**src/tfd_pkg.sv**
```systemverilog
// shared types and constants for the typed frame deframer
package tfd_pkg;

  localparam int DEF_MAX_LEN     = 64;
  localparam int DEF_COUNT_WIDTH = 16;

  localparam int NUM_SLOTS   = 4;
  localparam int SLOT_W      = 2;
  localparam int BYTE_W      = 8;
  localparam int LEN_REG_W   = 7;
  localparam int OFFSET_W    = 6;
  localparam int OUT_CNT_W   = 16;
  localparam int CFG_IDX_W   = 4;

  localparam logic [BYTE_W-1:0]    SYNC_BYTE = 8'hAA;
  localparam logic [BYTE_W-1:0]    END_BYTE  = 8'h55;
  localparam logic [LEN_REG_W-1:0] LEN_RESET = 7'd64;

  localparam logic [CFG_IDX_W-1:0] CFG_TYPE_BASE = 4'd0;
  localparam logic [CFG_IDX_W-1:0] CFG_LEN_BASE  = 4'd4;
  localparam logic [CFG_IDX_W-1:0] CFG_END       = 4'd8;

  typedef enum logic [2:0] {
    PH_IDLE    = 3'd0,
    PH_SYNC1   = 3'd1,
    PH_SYNC2   = 3'd2,
    PH_PAYLOAD = 3'd3,
    PH_ESC     = 3'd4,
    PH_END     = 3'd5
  } phase_t;

  typedef struct packed {
    logic              wr_en;
    logic [SLOT_W-1:0] wr_slot;
    logic              wr_bank;
    logic              rd_en;
    logic [SLOT_W-1:0] rd_slot;
    logic              rd_bank;
  } mem_ctl_t;

  typedef struct packed {
    logic              done;
    logic              good;
    logic [SLOT_W-1:0] slot;
    logic              rd_hit;
  } res_t;

endpackage

```
**src/typed_frame_deframer_checksum.sv**
```systemverilog
// top level of the typed frame deframer with additive checksum
//
//  channel | handshake              | payload
//  cfg     | cfg_valid / cfg_ready  | cfg_index, cfg_data
//  in      | in_valid / in_ready    | in_kind, in_rx_byte, in_read_slot, in_read_offset
//  out     | out_valid / out_ready  | out_frame_done .. out_read_data
//
// one item per cycle while the output is not stalled; its result appears in the cycle
// after acceptance, from the output register and the registered memory read port
// in_ready drops only while a result waits on a stalled output
// rst_n is synchronous; the payload memory is not cleared, a published
// byte never written reads as undefined
module typed_frame_deframer_checksum import tfd_pkg::*; #(
  parameter int MAX_LEN     = DEF_MAX_LEN,
  parameter int COUNT_WIDTH = DEF_COUNT_WIDTH
) (
  input  logic                 clk,
  input  logic                 rst_n,
  input  logic                 cfg_valid,
  output logic                 cfg_ready,
  input  logic [CFG_IDX_W-1:0] cfg_index,
  input  logic [BYTE_W-1:0]    cfg_data,
  input  logic                 in_valid,
  output logic                 in_ready,
  input  logic                 in_kind,
  input  logic [BYTE_W-1:0]    in_rx_byte,
  input  logic [SLOT_W-1:0]    in_read_slot,
  input  logic [OFFSET_W-1:0]  in_read_offset,
  output logic                 out_valid,
  input  logic                 out_ready,
  output logic                 out_frame_done,
  output logic                 out_frame_good,
  output logic [SLOT_W-1:0]    out_frame_slot,
  output logic [OUT_CNT_W-1:0] out_good_frames,
  output logic [OUT_CNT_W-1:0] out_bad_frames,
  output logic [BYTE_W-1:0]    out_read_data
);

  localparam int OFF_W = (MAX_LEN > 1) ? $clog2(MAX_LEN) : 1;

  logic                   adv;
  mem_ctl_t               mem_ctl;
  logic [OFF_W-1:0]       wr_off;
  logic [BYTE_W-1:0]      wr_data;
  logic [OFF_W-1:0]       rd_off;
  logic [BYTE_W-1:0]      rd_data;
  res_t                   res;
  logic [COUNT_WIDTH-1:0] good_cnt;
  logic [COUNT_WIDTH-1:0] bad_cnt;

  logic                   out_valid_r;
  res_t                   res_r;
  logic [COUNT_WIDTH-1:0] good_r;
  logic [COUNT_WIDTH-1:0] bad_r;

  assign cfg_ready = 1'b1;
  assign in_ready  = !out_valid_r || out_ready;
  assign adv       = in_valid && in_ready;

  tfd_parser #(
    .MAX_LEN     (MAX_LEN),
    .COUNT_WIDTH (COUNT_WIDTH),
    .OFF_W       (OFF_W)
  ) u_parser (
    .clk            (clk),
    .rst_n          (rst_n),
    .cfg_we         (cfg_valid && cfg_ready),
    .cfg_index      (cfg_index),
    .cfg_data       (cfg_data),
    .adv            (adv),
    .in_kind        (in_kind),
    .in_rx_byte     (in_rx_byte),
    .in_read_slot   (in_read_slot),
    .in_read_offset (in_read_offset),
    .mem_ctl        (mem_ctl),
    .wr_off         (wr_off),
    .wr_data        (wr_data),
    .rd_off         (rd_off),
    .res            (res),
    .good_cnt       (good_cnt),
    .bad_cnt        (bad_cnt)
  );

  tfd_store #(
    .OFF_W (OFF_W)
  ) u_store (
    .clk     (clk),
    .ctl     (mem_ctl),
    .wr_off  (wr_off),
    .wr_data (wr_data),
    .rd_off  (rd_off),
    .rd_data (rd_data)
  );

  always_ff @(posedge clk) begin
    if (!rst_n) begin
      out_valid_r <= 1'b0;
    end else if (in_ready) begin
      out_valid_r <= in_valid;
    end
  end

  always_ff @(posedge clk) begin
    if (adv) begin
      res_r  <= res;
      good_r <= good_cnt;
      bad_r  <= bad_cnt;
    end
  end

  assign out_valid       = out_valid_r;
  assign out_frame_done  = res_r.done;
  assign out_frame_good  = res_r.good;
  assign out_frame_slot  = res_r.slot;
  assign out_good_frames = OUT_CNT_W'(good_r);
  assign out_bad_frames  = OUT_CNT_W'(bad_r);
  assign out_read_data   = res_r.rd_hit ? rd_data : '0;

`ifndef SYNTH
  a_good_is_done: assert property (@(posedge clk) disable iff (!rst_n)
    (out_valid && out_frame_good) |-> out_frame_done)
    else $error("good frame reported without frame end");

  a_done_no_data: assert property (@(posedge clk) disable iff (!rst_n)
    (out_valid && out_frame_done) |-> (out_read_data == '0))
    else $error("read data on a frame end result");

  a_reset_empty: assert property (@(posedge clk)
    !rst_n |=> !out_valid)
    else $error("result pending after reset");
`endif

endmodule

```
**src/tfd_store.sv**
```systemverilog
// payload memory: slot x bank x offset, one write and one registered read port
module tfd_store import tfd_pkg::*; #(
  parameter int OFF_W = 6
) (
  input  logic              clk,
  input  mem_ctl_t          ctl,
  input  logic [OFF_W-1:0]  wr_off,
  input  logic [BYTE_W-1:0] wr_data,
  input  logic [OFF_W-1:0]  rd_off,
  output logic [BYTE_W-1:0] rd_data
);

  localparam int ADDR_W = SLOT_W + 1 + OFF_W;
  localparam int DEPTH  = 1 << ADDR_W;

  logic [BYTE_W-1:0] mem [DEPTH];
  logic [BYTE_W-1:0] rd_data_r;
  logic [ADDR_W-1:0] wr_addr;
  logic [ADDR_W-1:0] rd_addr;

  assign wr_addr = {ctl.wr_slot, ctl.wr_bank, wr_off};
  assign rd_addr = {ctl.rd_slot, ctl.rd_bank, rd_off};

  always_ff @(posedge clk) begin
    if (ctl.wr_en) begin
      mem[wr_addr] <= wr_data;
    end
    if (ctl.rd_en) begin
      rd_data_r <= mem[rd_addr];
    end
  end

  assign rd_data = rd_data_r;

endmodule

```
**src/tfd_parser.sv**
```systemverilog
// frame parser, config registers, bank flags and frame counters
module tfd_parser import tfd_pkg::*; #(
  parameter int MAX_LEN     = DEF_MAX_LEN,
  parameter int COUNT_WIDTH = DEF_COUNT_WIDTH,
  parameter int OFF_W       = 6
) (
  input  logic                   clk,
  input  logic                   rst_n,
  input  logic                   cfg_we,
  input  logic [CFG_IDX_W-1:0]   cfg_index,
  input  logic [BYTE_W-1:0]      cfg_data,
  input  logic                   adv,
  input  logic                   in_kind,
  input  logic [BYTE_W-1:0]      in_rx_byte,
  input  logic [SLOT_W-1:0]      in_read_slot,
  input  logic [OFFSET_W-1:0]    in_read_offset,
  output mem_ctl_t               mem_ctl,
  output logic [OFF_W-1:0]       wr_off,
  output logic [BYTE_W-1:0]      wr_data,
  output logic [OFF_W-1:0]       rd_off,
  output res_t                   res,
  output logic [COUNT_WIDTH-1:0] good_cnt,
  output logic [COUNT_WIDTH-1:0] bad_cnt
);

  localparam int CNT_W = $clog2(MAX_LEN + 2);
  localparam int CW1   = CNT_W + 1;

  logic [BYTE_W-1:0]      type_id_r [NUM_SLOTS];
  logic [LEN_REG_W-1:0]   len_r     [NUM_SLOTS];

  phase_t                 phase_r, phase_nxt;
  logic [SLOT_W-1:0]      slot_r, slot_nxt;
  logic [CNT_W-1:0]       cnt_r, cnt_nxt;
  logic [BYTE_W-1:0]      sum_r, sum_nxt;
  logic [NUM_SLOTS-1:0]   pub_r, pub_nxt;
  logic [COUNT_WIDTH-1:0] good_cnt_r, good_cnt_nxt;
  logic [COUNT_WIDTH-1:0] bad_cnt_r, bad_cnt_nxt;
  logic                   pend_v_r, pend_v_nxt;
  logic [OFF_W-1:0]       pend_off_r, pend_off_nxt;
  logic [BYTE_W-1:0]      pend_data_r, pend_data_nxt;

  logic [CW1-1:0]         cur_len;
  logic [CW1-1:0]         cnt_x;
  logic [CW1-1:0]         cnt1;
  logic [SLOT_W-1:0]      match_slot;
  logic                   match_hit;
  logic [BYTE_W-1:0]      sum_esc;
  logic                   st0_v;
  logic                   st1_v;
  logic [OFF_W-1:0]       st0_off;
  logic [OFF_W-1:0]       st1_off;
  logic [BYTE_W-1:0]      st0_data;
  logic [BYTE_W-1:0]      st1_data;

  always_comb begin
    match_slot = '0;
    match_hit  = 1'b0;
    for (int s = NUM_SLOTS - 1; s >= 0; s--) begin
      if (type_id_r[s] == in_rx_byte) begin
        match_slot = SLOT_W'(s);
        match_hit  = 1'b1;
      end
    end
  end

  assign cur_len = (32'(len_r[slot_r]) > MAX_LEN) ? CW1'(MAX_LEN) : CW1'(len_r[slot_r]);
  assign cnt_x   = CW1'(cnt_r);
  assign cnt1    = cnt_x + CW1'(1);
  assign sum_esc = sum_r + END_BYTE;

  always_comb begin
    phase_nxt     = phase_r;
    slot_nxt      = slot_r;
    cnt_nxt       = cnt_r;
    sum_nxt       = sum_r;
    pub_nxt       = pub_r;
    good_cnt_nxt  = good_cnt_r;
    bad_cnt_nxt   = bad_cnt_r;
    pend_v_nxt    = 1'b0;
    pend_off_nxt  = pend_off_r;
    pend_data_nxt = pend_data_r;
    st0_v         = 1'b0;
    st1_v         = 1'b0;
    st0_off       = '0;
    st1_off       = '0;
    st0_data      = '0;
    st1_data      = '0;
    mem_ctl       = '0;
    wr_off        = '0;
    wr_data       = '0;
    rd_off        = OFF_W'(in_read_offset);
    res           = '0;

    mem_ctl.wr_slot = slot_r;
    mem_ctl.wr_bank = ~pub_r[slot_r];
    mem_ctl.rd_slot = in_read_slot;
    mem_ctl.rd_bank = pub_r[in_read_slot];

    if (adv) begin
      if (in_kind) begin
        mem_ctl.rd_en = 1'b1;
        res.rd_hit    = (32'(in_read_offset) < MAX_LEN);
      end else begin
        case (phase_r)
          PH_IDLE: begin
            if (in_rx_byte == SYNC_BYTE) begin
              phase_nxt = PH_SYNC1;
            end
          end
          PH_SYNC1: begin
            phase_nxt = (in_rx_byte == SYNC_BYTE) ? PH_SYNC2 : PH_IDLE;
          end
          PH_SYNC2: begin
            if (match_hit) begin
              slot_nxt  = match_slot;
              phase_nxt = PH_PAYLOAD;
            end else begin
              phase_nxt = PH_IDLE;
            end
          end
          PH_PAYLOAD: begin
            // escape byte waits for the byte after it
            if (in_rx_byte == END_BYTE) begin
              phase_nxt = PH_ESC;
            end else if (cnt_x <= cur_len) begin
              st0_v    = (cnt_x < cur_len);
              st0_off  = cnt_r[OFF_W-1:0];
              st0_data = in_rx_byte;
              sum_nxt  = sum_r + in_rx_byte;
              cnt_nxt  = CNT_W'(cnt1);
            end else begin
              phase_nxt = PH_IDLE;
              cnt_nxt   = '0;
              sum_nxt   = '0;
            end
          end
          PH_ESC: begin
            if (in_rx_byte == END_BYTE) begin
              phase_nxt = PH_END;
            end else if (cnt_x <= cur_len && cnt1 <= cur_len) begin
              st0_v     = (cnt_x < cur_len);
              st0_off   = cnt_r[OFF_W-1:0];
              st0_data  = END_BYTE;
              st1_v     = (cnt1 < cur_len);
              st1_off   = cnt1[OFF_W-1:0];
              st1_data  = in_rx_byte;
              sum_nxt   = sum_esc + in_rx_byte;
              cnt_nxt   = CNT_W'(cnt1 + CW1'(1));
              phase_nxt = PH_PAYLOAD;
            end else begin
              phase_nxt = PH_IDLE;
              cnt_nxt   = '0;
              sum_nxt   = '0;
            end
          end
          PH_END: begin
            res.done = 1'b1;
            res.slot = slot_r;
            if (in_rx_byte == sum_r && cnt_x == cur_len) begin
              res.good         = 1'b1;
              pub_nxt[slot_r]  = ~pub_r[slot_r];
              good_cnt_nxt     = good_cnt_r + COUNT_WIDTH'(1);
            end else begin
              bad_cnt_nxt = bad_cnt_r + COUNT_WIDTH'(1);
            end
            phase_nxt = PH_IDLE;
            cnt_nxt   = '0;
            sum_nxt   = '0;
          end
          default: begin
            phase_nxt = PH_IDLE;
            cnt_nxt   = '0;
            sum_nxt   = '0;
          end
        endcase
      end
    end

    // single write port: a held byte goes first, the second byte of a pair is held and written in the next cycle
    if (pend_v_r) begin
      mem_ctl.wr_en = 1'b1;
      wr_off        = pend_off_r;
      wr_data       = pend_data_r;
      pend_v_nxt    = st0_v;
      pend_off_nxt  = st0_off;
      pend_data_nxt = st0_data;
    end else begin
      mem_ctl.wr_en = st0_v;
      wr_off        = st0_off;
      wr_data       = st0_data;
      pend_v_nxt    = st1_v;
      pend_off_nxt  = st1_off;
      pend_data_nxt = st1_data;
    end
  end

  always_ff @(posedge clk) begin
    if (!rst_n) begin
      phase_r     <= PH_IDLE;
      slot_r      <= '0;
      cnt_r       <= '0;
      sum_r       <= '0;
      pub_r       <= '0;
      good_cnt_r  <= '0;
      bad_cnt_r   <= '0;
      pend_v_r    <= 1'b0;
      pend_off_r  <= '0;
      pend_data_r <= '0;
    end else begin
      phase_r     <= phase_nxt;
      slot_r      <= slot_nxt;
      cnt_r       <= cnt_nxt;
      sum_r       <= sum_nxt;
      pub_r       <= pub_nxt;
      good_cnt_r  <= good_cnt_nxt;
      bad_cnt_r   <= bad_cnt_nxt;
      pend_v_r    <= pend_v_nxt;
      pend_off_r  <= pend_off_nxt;
      pend_data_r <= pend_data_nxt;
    end
  end

  always_ff @(posedge clk) begin
    if (!rst_n) begin
      for (int s = 0; s < NUM_SLOTS; s++) begin
        type_id_r[s] <= BYTE_W'(s);
        len_r[s]     <= LEN_RESET;
      end
    end else if (cfg_we) begin
      if (cfg_index < CFG_LEN_BASE) begin
        type_id_r[cfg_index[SLOT_W-1:0]] <= cfg_data;
      end else if (cfg_index < CFG_END) begin
        len_r[cfg_index[SLOT_W-1:0]] <= cfg_data[LEN_REG_W-1:0];
      end
    end
  end

  assign good_cnt = good_cnt_nxt;
  assign bad_cnt  = bad_cnt_nxt;

`ifndef SYNTH
  a_no_write_published: assert property (@(posedge clk) disable iff (!rst_n)
    mem_ctl.wr_en |-> (mem_ctl.wr_bank != pub_r[mem_ctl.wr_slot]))
    else $error("payload write hit the published bank");

  a_header_clean: assert property (@(posedge clk) disable iff (!rst_n)
    (phase_r == PH_IDLE || phase_r == PH_SYNC1 || phase_r == PH_SYNC2)
      |-> (cnt_r == '0 && sum_r == '0))
    else $error("count or sum left over outside a frame");

  a_good_count: assert property (@(posedge clk) disable iff (!rst_n)
    (adv && res.good) |=> (good_cnt_r == $past(good_cnt_r) + COUNT_WIDTH'(1)))
    else $error("good counter did not advance on a good frame");

  a_pend_in_payload: assert property (@(posedge clk) disable iff (!rst_n)
    pend_v_r |-> (phase_r == PH_PAYLOAD))
    else $error("held payload byte outside the payload phase");
`endif

endmodule
```
**config.mk**
```make
export PLATFORM = sky130hd
export DESIGN_NAME = typed_frame_deframer_checksum
export DESIGN_NICKNAME = d
export VERILOG_FILES = /design/src/tfd_pkg.sv /design/src/typed_frame_deframer_checksum.sv /design/src/tfd_store.sv /design/src/tfd_parser.sv
export SDC_FILE = /design/constraint.sdc
export NUM_CORES = 2
export LEC_CHECK = 0
export BUFFER_PORTS_ARGS = -buffer_cell sky130_fd_sc_hd__buf_2
export CORE_ASPECT_RATIO = 0.7
export CORE_UTILIZATION = 61
export CTS_BUF_LIST = sky130_fd_sc_hd__clkbuf_16
export CTS_CLUSTER_SIZE = 20
export DETAILED_ROUTE_END_ITERATION = 7
export PLACE_DENSITY = 0.77
export SETUP_SLACK_MARGIN = 0.2
export SLEW_MARGIN = 20
export SYNTH_ARGS = -nofsm -noshare
export SYNTH_HDL_FRONTEND = slang
export SYNTH_MEMORY_MAX_BITS = 65536
export SYNTH_SLANG_ARGS = --single-unit
```
**constraint.sdc**
```tcl
create_clock -name clk -period 95 [get_ports clk]
set_input_delay 14.25 -clock clk [delete_from_list [all_inputs] [get_ports clk]]
set_output_delay 14.25 -clock clk [all_outputs]
set_load 0.1 [all_outputs]
```
======== After elaboration in Yosys (flattened, before gate mapping) ========
Memory sizes are Yosys's and may differ from the RTL's. A register that Yosys moved wholly into a read port is not among the register bits.
Index checks and enable logic that the tools add are counted.
storage, ports and cells
  input bits .............................. 34
  bits in registers ....................... 109
  output and inout bits ................... 47
  memory bits (writable) .................. 4,156
  word-level logic and storage cells ...... 182
  memories kept ........................... 3
memory list
  name                words  bits a word  read ports  clocked after Yosys merged registers in  write ports  line              RTL
  u_store.mem         512    8            1           1                                        1            tfd_store.sv:16   logic [BYTE_W-1:0] mem [DEPTH];
  u_parser.type_id_r  4      8            4           0                                        4            tfd_parser.sv:29  logic [BYTE_W-1:0] type_id_r [NUM_SLOTS];
  u_parser.len_r      4      7            1           1                                        4            tfd_parser.sv:30  logic [LEN_REG_W-1:0] len_r [NUM_SLOTS];
cells by class
  eq/ne operators ......................... 17
  $lt $le $gt $ge ......................... 10
  add/subtract/negate cells ............... 7
  multiplexer cells ....................... 109
  reduce and logical (&&, ||, !) cells .... 15
  bitwise logic cells ..................... 4
operator list
  kind                                                 count
  2-to-1 mux 8 bit                                     18
  2-to-1 mux 16 bit                                    8
  2-to-1 mux 6 bit                                     13
  2-to-1 mux 7 bit                                     7
  equality test 8 bit                                  5
  2-to-1 mux 1 bit                                     37
  adder 16 x 1 -> 16 bit, second input constant        2
  case mux 8 bit (3 select lines)                      1
  2-to-1 mux 2 bit                                     11
  case mux 7 bit (3 select lines)                      1
  adder 8 bit                                          2
  case mux 8 bit (2 select lines)                      1
  case mux 3 bit (5 select lines)                      1
  2-to-1 mux 3 bit                                     4
  case mux 6 bit (2 select lines)                      1
  AND reduction 4 bit                                  3
  adder 7 x 1 -> 8 bit, second input constant          1
  adder 8 x 7 -> 8 bit, second input constant          1
  equality test 7 x 8 -> 1 bit                         1
  equality test 8 x 7 -> 1 bit, second input constant  1
  equality test 8 bit, second input constant           1
  less-or-equal comparator 7 x 8 -> 1 bit              1
  less-or-equal comparator 8 x 7 -> 1 bit              1
  < comparator 7 x 8 -> 1 bit                          1
  28 further kinds                                     39

======== Depth between registers and ports, before layout ========
  word-level depth ........................ 12
  depth in mapped cells ................... 16
  mapped depth without buffers ............ 14

======== By module ========
Synthesis repeated with hierarchy kept, for this count alone.
second synthesis, totals
  cells, all modules ...................... 8,865
  area total of the unflattened synthesis .. 169,083.4 um^2
modules (own cells, without submodules)
  module                         seq. area each (um^2)  area an instance (um^2)  cells each  instances
  tfd_store                      123,238.2              160,007.2                8,030       1
  tfd_parser                     3,263.1                7,831.3                  781         1
  typed_frame_deframer_checksum  1,131.1                1,244.9                  54          1

======== Worst setup path before layout ========
No wires, ideal clock.
  kind .................................... input port to flip-flop
  from .................................... in out_ready
  to ...................................... mem u_store.mem[0][6] (data pin)
  required time ........................... 90.832 ns
  cell stages on the path ................. 8
  library setup time ...................... 4.168 ns
  setup slack ............................. 54.635 ns
  path buffers ............................ 1
  arrival ................................. 36.197 ns
  path through ............................ nand2b_1 nor3b_2 and3_1 o21a_2 and3_1 clkbuf_1 o21ai_0 o21ai_0
between the ends
  word-level cells in the longest chain between the ends .. 4
RTL lines
  item                     line                                 RTL
  from (decl)              typed_frame_deframer_checksum.sv:30  input logic out_ready,
  logical OR 1 bit         typed_frame_deframer_checksum.sv:57  assign in_ready = !out_valid_r || out_ready;
  logical AND 1 bit        typed_frame_deframer_checksum.sv:58  assign adv = in_valid && in_ready;
  2-to-1 mux 8 bit         tfd_parser.sv:100                    if (adv) begin
  2-to-1 mux 8 bit         tfd_parser.sv:181                    if (pend_v_r) begin
  net u_parser.wr_data[6]  tfd_parser.sv:19                     output logic [BYTE_W-1:0] wr_data,
  to (decl)                tfd_store.sv:16
The timed path passes the listed nets, and every way through them passes these cells.

======== Worst setup path after layout ========
  from .................................... in out_ready
  to ...................................... out in_ready
between the ends
  word-level cells in the longest chain between the ends .. 1
RTL lines
  item              line                                 RTL
  logical OR 1 bit  typed_frame_deframer_checksum.sv:57
  to (decl)         typed_frame_deframer_checksum.sv:24  output logic in_ready,
No other way between the ends.

==> qor.txt <==
=================================================================================================================
Result of the run                                                                                    complete, no violations
First-pass GRT wire length                                                                              596000 um
Sequential-to-total area share from yosys stat                                                              75.8%
Buffer count from post-CTS setup fixing                                                                         0
Detailed Routing Iterations Pass 1                                                                              6
Synth top area cells                                                                                 sky130_fd_sc_hd__edfxtp_1, sky130_fd_sc_hd__mux4_2, sky130_fd_sc_hd__mux2i_1
Main combinational cell family by area after synthesis                                               multiplexers
Clock latency on the worst-skew pair                                                                      0.93 ns
RePlAce Congestion                                                                                          0.899
Multiplexer share of the synthesized area                                                                   13.7%
Setup clock skew after layout                                                                           0.0439 ns
Crit-path slowest cell                                                                               sky130_fd_sc_hd__buf_2
Number of hold violations in the final report                                                                   0
Category of the most critical setup path                                                             primary input to output port
Count of input and output buffers                                                                              79
Number of placement rows                                                                                      160
Clock root cell                                                                                      sky130_fd_sc_hd__clkbuf_16
Number of instances resized during post-cts repair                                                              0
Share of power burned in the clock network                                                                  40.8%
Die Footprint                                                                                         0.278 sq mm
Max-slew violation count                                                                                        0
Max Fanout on Critical Path                                                                                     6
Crit-path max cell delay                                                                                  0.46 ns
Smallest setup slack after layout                                                                        65.78 ns
Number of antenna violations at the first check in global routing                                              23
Gate count of the mapped netlist                                                                             8894
Transition at the pin with the smallest max-transition slack                                              1.29 ns
Final-layout setup total negative slack                                                                      0 ns
Cell Area, Synth                                                                                      0.168 sq mm
Drt initial violations                                                                                      13781
Most frequent cells in the layout                                                                    sky130_fd_sc_hd__edfxtp_1, sky130_fd_sc_hd__mux2i_1, sky130_fd_sc_hd__mux4_2, sky130_fd_sc_hd__nor2_1, sky130_fd_sc_hd__clkbuf_16
Power density relative to cell area                                                                  19.8 mW/mm^2
Proportion of power drawn by combinational gates                                                             3.2%
Basic-gate share of the synthesized area counting and, or, nand and nor cells                               3.47%
Total leakage power                                                                                       67.9 nW
Fin crit period                                                                                          29.22 ns
Area share of the largest cell type after synthesis                                                         74.9%
Compound-Gate Fraction of Synth Area                                                                        4.69%
Total length of routed wires                                                                            412000 um
Via count of the first global-routing pass                                                                  87096
Initial Utilization                                                                                         61.7%
Average wire length per cell after detail routing                                                         31.9 um
Type of element launching the critical path                                                          primary input
Flop2flop setup slack                                                                                    85.84 ns
Cells along the critical path                                                                        buf_2 -> nand2b_1 -> buf_2
Ports placed on the boundary                                                                                   81
CTS tree                                                                                                     done
Routed Antenna Nets                                                                                             0
Number of vias per cell                                                                                      6.93
Largest net degree at the start of global routing                                                             221
Leftover overflow at the end of global routing                                                                  0
CP arrival                                                                                               14.97 ns
DRC violation count after routing                                                                               0
Switching power as a share of total power                                                                   20.7%
Total number of H-tree levels                                                                                   5
Width of the chip                                                                                          630 um
Number of hold buffers added after CTS                                                                          0
RSZ-0062 raised after global routing                                                                           no
Yosys Warn Count                                                                                                0
Detailed-route via count                                                                                    89408
Final #Nets                                                                                                  9018
Top_reg_cell synth                                                                                   sky130_fd_sc_hd__edfxtp_1
Class of the tightest hold or removal check                                                          flip-flop to flip-flop
Crit path max-delay family                                                                           buffers and inverters
Cell variety after synth                                                                                       79
Placed wire-length estimate                                                                             240000 um
Worst setup timing slack at the placement stage                                                          65.80 ns
Post-synthesis share of cell area spent on xor and xnor gates                                              0.437%
Post-route fraction of the period consumed by the critical path                                             30.8%
Maximum clock frequency                                                                                  34.2 MHz
Number of buffers between clock root and the deepest sink                                                       4
Combined global-route utilization of all metal layers                                                       29.4%
Fraction of power consumed by sequential logic                                                              56.1%
Fraction of layout instances using a drive strength above 1                                                 15.8%
Layout area overhead                                                                                        9.38%
Final setup violation count                                                                                     0
Max-slew headroom                                                                                           13.4%
Switching component of the power                                                                           754 uW
Arithmetic-cell share of the synthesized area counting full adders, half adders and majority gates         0.312%
Data required time of the critical path                                                                  80.75 ns
Flop and latch count out of synthesis                                                                        4275
Number of maximum-capacitance violations                                                                        0
Worst path bufs/invs                                                                                            2
Fraction of registers with async set or reset after synthesis                                                  0%
Mean instance size in the synthesized netlist                                                          18.9 sq um
Clock buffer count from CTS                                                                                   377
Power Internal                                                                                            2.89 mW
Max VDD drop                                                                                          0.0000161 V
Dominant cell type by count on the critical path                                                     sky130_fd_sc_hd__buf_2
Clock sinks                                                                                                  4275
Clock transition at the registers of the reported paths                                                   0.06 ns
CP endpoint kind                                                                                      output port
Cell type with the highest aggregate area in the netlist                                             sky130_fd_sc_hd__edfxtp_1
Most common library cell in the layout ignoring fill and taps                                        sky130_fd_sc_hd__edfxtp_1
Core Box Area                                                                                         0.273 sq mm
Number of flops mapped to enable cells by yosys                                                              4201
Vert. Die Dim                                                                                              442 um
Nets in the synthesized netlist                                                                              8967
=================================================================================================================
-- final cells by class --
type	instances	area [sq um]
Multi-Input combinational cell	4031	38300
Clock buffer	386	9660
Clock inverter	290	2080
Antenna cell	16	40.0
Timing Repair Buffer	221	1710
Sequential cell	4275	128000
Inverter	39	155
Tap cell	3645	4560
Fill cell	16725	88900
-- worst paths after layout --
kind / endpoint / depth (start not counted) / from
setup / recovery: in_ready / 3 / out_ready
setup reg to reg: u_store.mem[281][2] / 16 / flip-flop
hold / removal: u_parser.sum_r[7] / 2 / u_parser.sum_r[7]
hold reg to reg: u_parser.sum_r[7] / 2 / u_parser.sum_r[7]
-- stage by stage --
| stage | power, mW | area, sq um | hold slack [ns] | cells | util, % |
|---|---|---|---|---|---|
| after global routing | 3.72 | 184000 | 0.497 | 12888 | 67.4 |
| after global placement | 2.19 | 172000 | 0.472 | 12211 | 63.1 |
| after detailed placement | 2.20 | 172000 | 0.474 | 12211 | 63.1 |
| final | 3.64 | 184000 | 0.481 | 12903 | 67.5 |
| after floorplan | 2.16 | 168000 | 0.459 | 8894 | - |
| after CTS | 3.65 | 184000 | 0.483 | 12887 | 67.4 |
-- layer usage --
metal,track usage [%],up-vias,part of all wire (%)
met4,9.11,12,3.1
met2,43.1,6306,45
met5,0,-,0.016
li1,-,36506,-
met3,7.73,812,13
met1,44.1,45772,39
-- synth_stat cells (all sizes together), types with 42 or more instances --
cell and count:
edfxtp 4201, mux2i 799, mux4 666, nor2 603
o221ai 355, clkbuf 278, buf 271, o21ai 228
a21oi 219, nand2 203, o22ai 168, and2 114
nand3 104, nor3 88, dfxtp 74, a211oi 62
xnor2 42, xor2 42
-- power groups by stage --
stage | registers [mW] | clock network, mW | logic (mW)
4_1_cts | 2.04 | 1.49 | 0.114
6_report | 2.04 | 1.49 | 0.116
2_1_floorplan | 2.09 | 0 | 0.0753
3_3_place_gp | 2.08 | 0 | 0.112
5_1_grt | 2.04 | 1.56 | 0.120
3_5_place_dp | 2.08 | 0 | 0.113
-- worst min-delay path, stage by stage (launching register included) --
cell	delay, ns
sky130_fd_sc_hd__dfxtp_1	0.32
sky130_fd_sc_hd__nand3_1	0.06
sky130_fd_sc_hd__o31ai_1	0.06
-- cells by family (layout without fill, tap and decap cells) --
group | after synthesis | count (layout)
adders and majority gates | 39 | 39
muxes | 1467 | 1467
xor gates and xnor gates | 84 | 84
buffers and inverters | 588 | 936
and+or+nand+nor | 1279 | 1279
other | 1 | 17
DFF | 4275 | 4275
AOI/OAI and AO/OA | 1161 | 1161
-- state kept, by name (all words and copies together) (netlist names), named ones only --
name                  flops
u_parser.len_r           28
u_parser.pend_v_r         1
out_bad_frames           16
u_parser.pend_data_r      8
u_parser.sum_r            8
out_valid                 1
u_parser.cnt_r            7
u_parser.type_id_r       32
u_store.rd_data           8
out_frame_done            1
out_good_frames          16
out_frame_good            1
u_store.mem            4096
u_parser.pend_off_r       6
u_parser.bad_cnt_r       16
u_parser.good_cnt_r      16
u_parser.pub_r            4
u_parser.phase_r          3
out_frame_slot            2
res_r                     1
u_parser.slot_r           2
No activity file was read; power rests on OpenSTA's default activity.
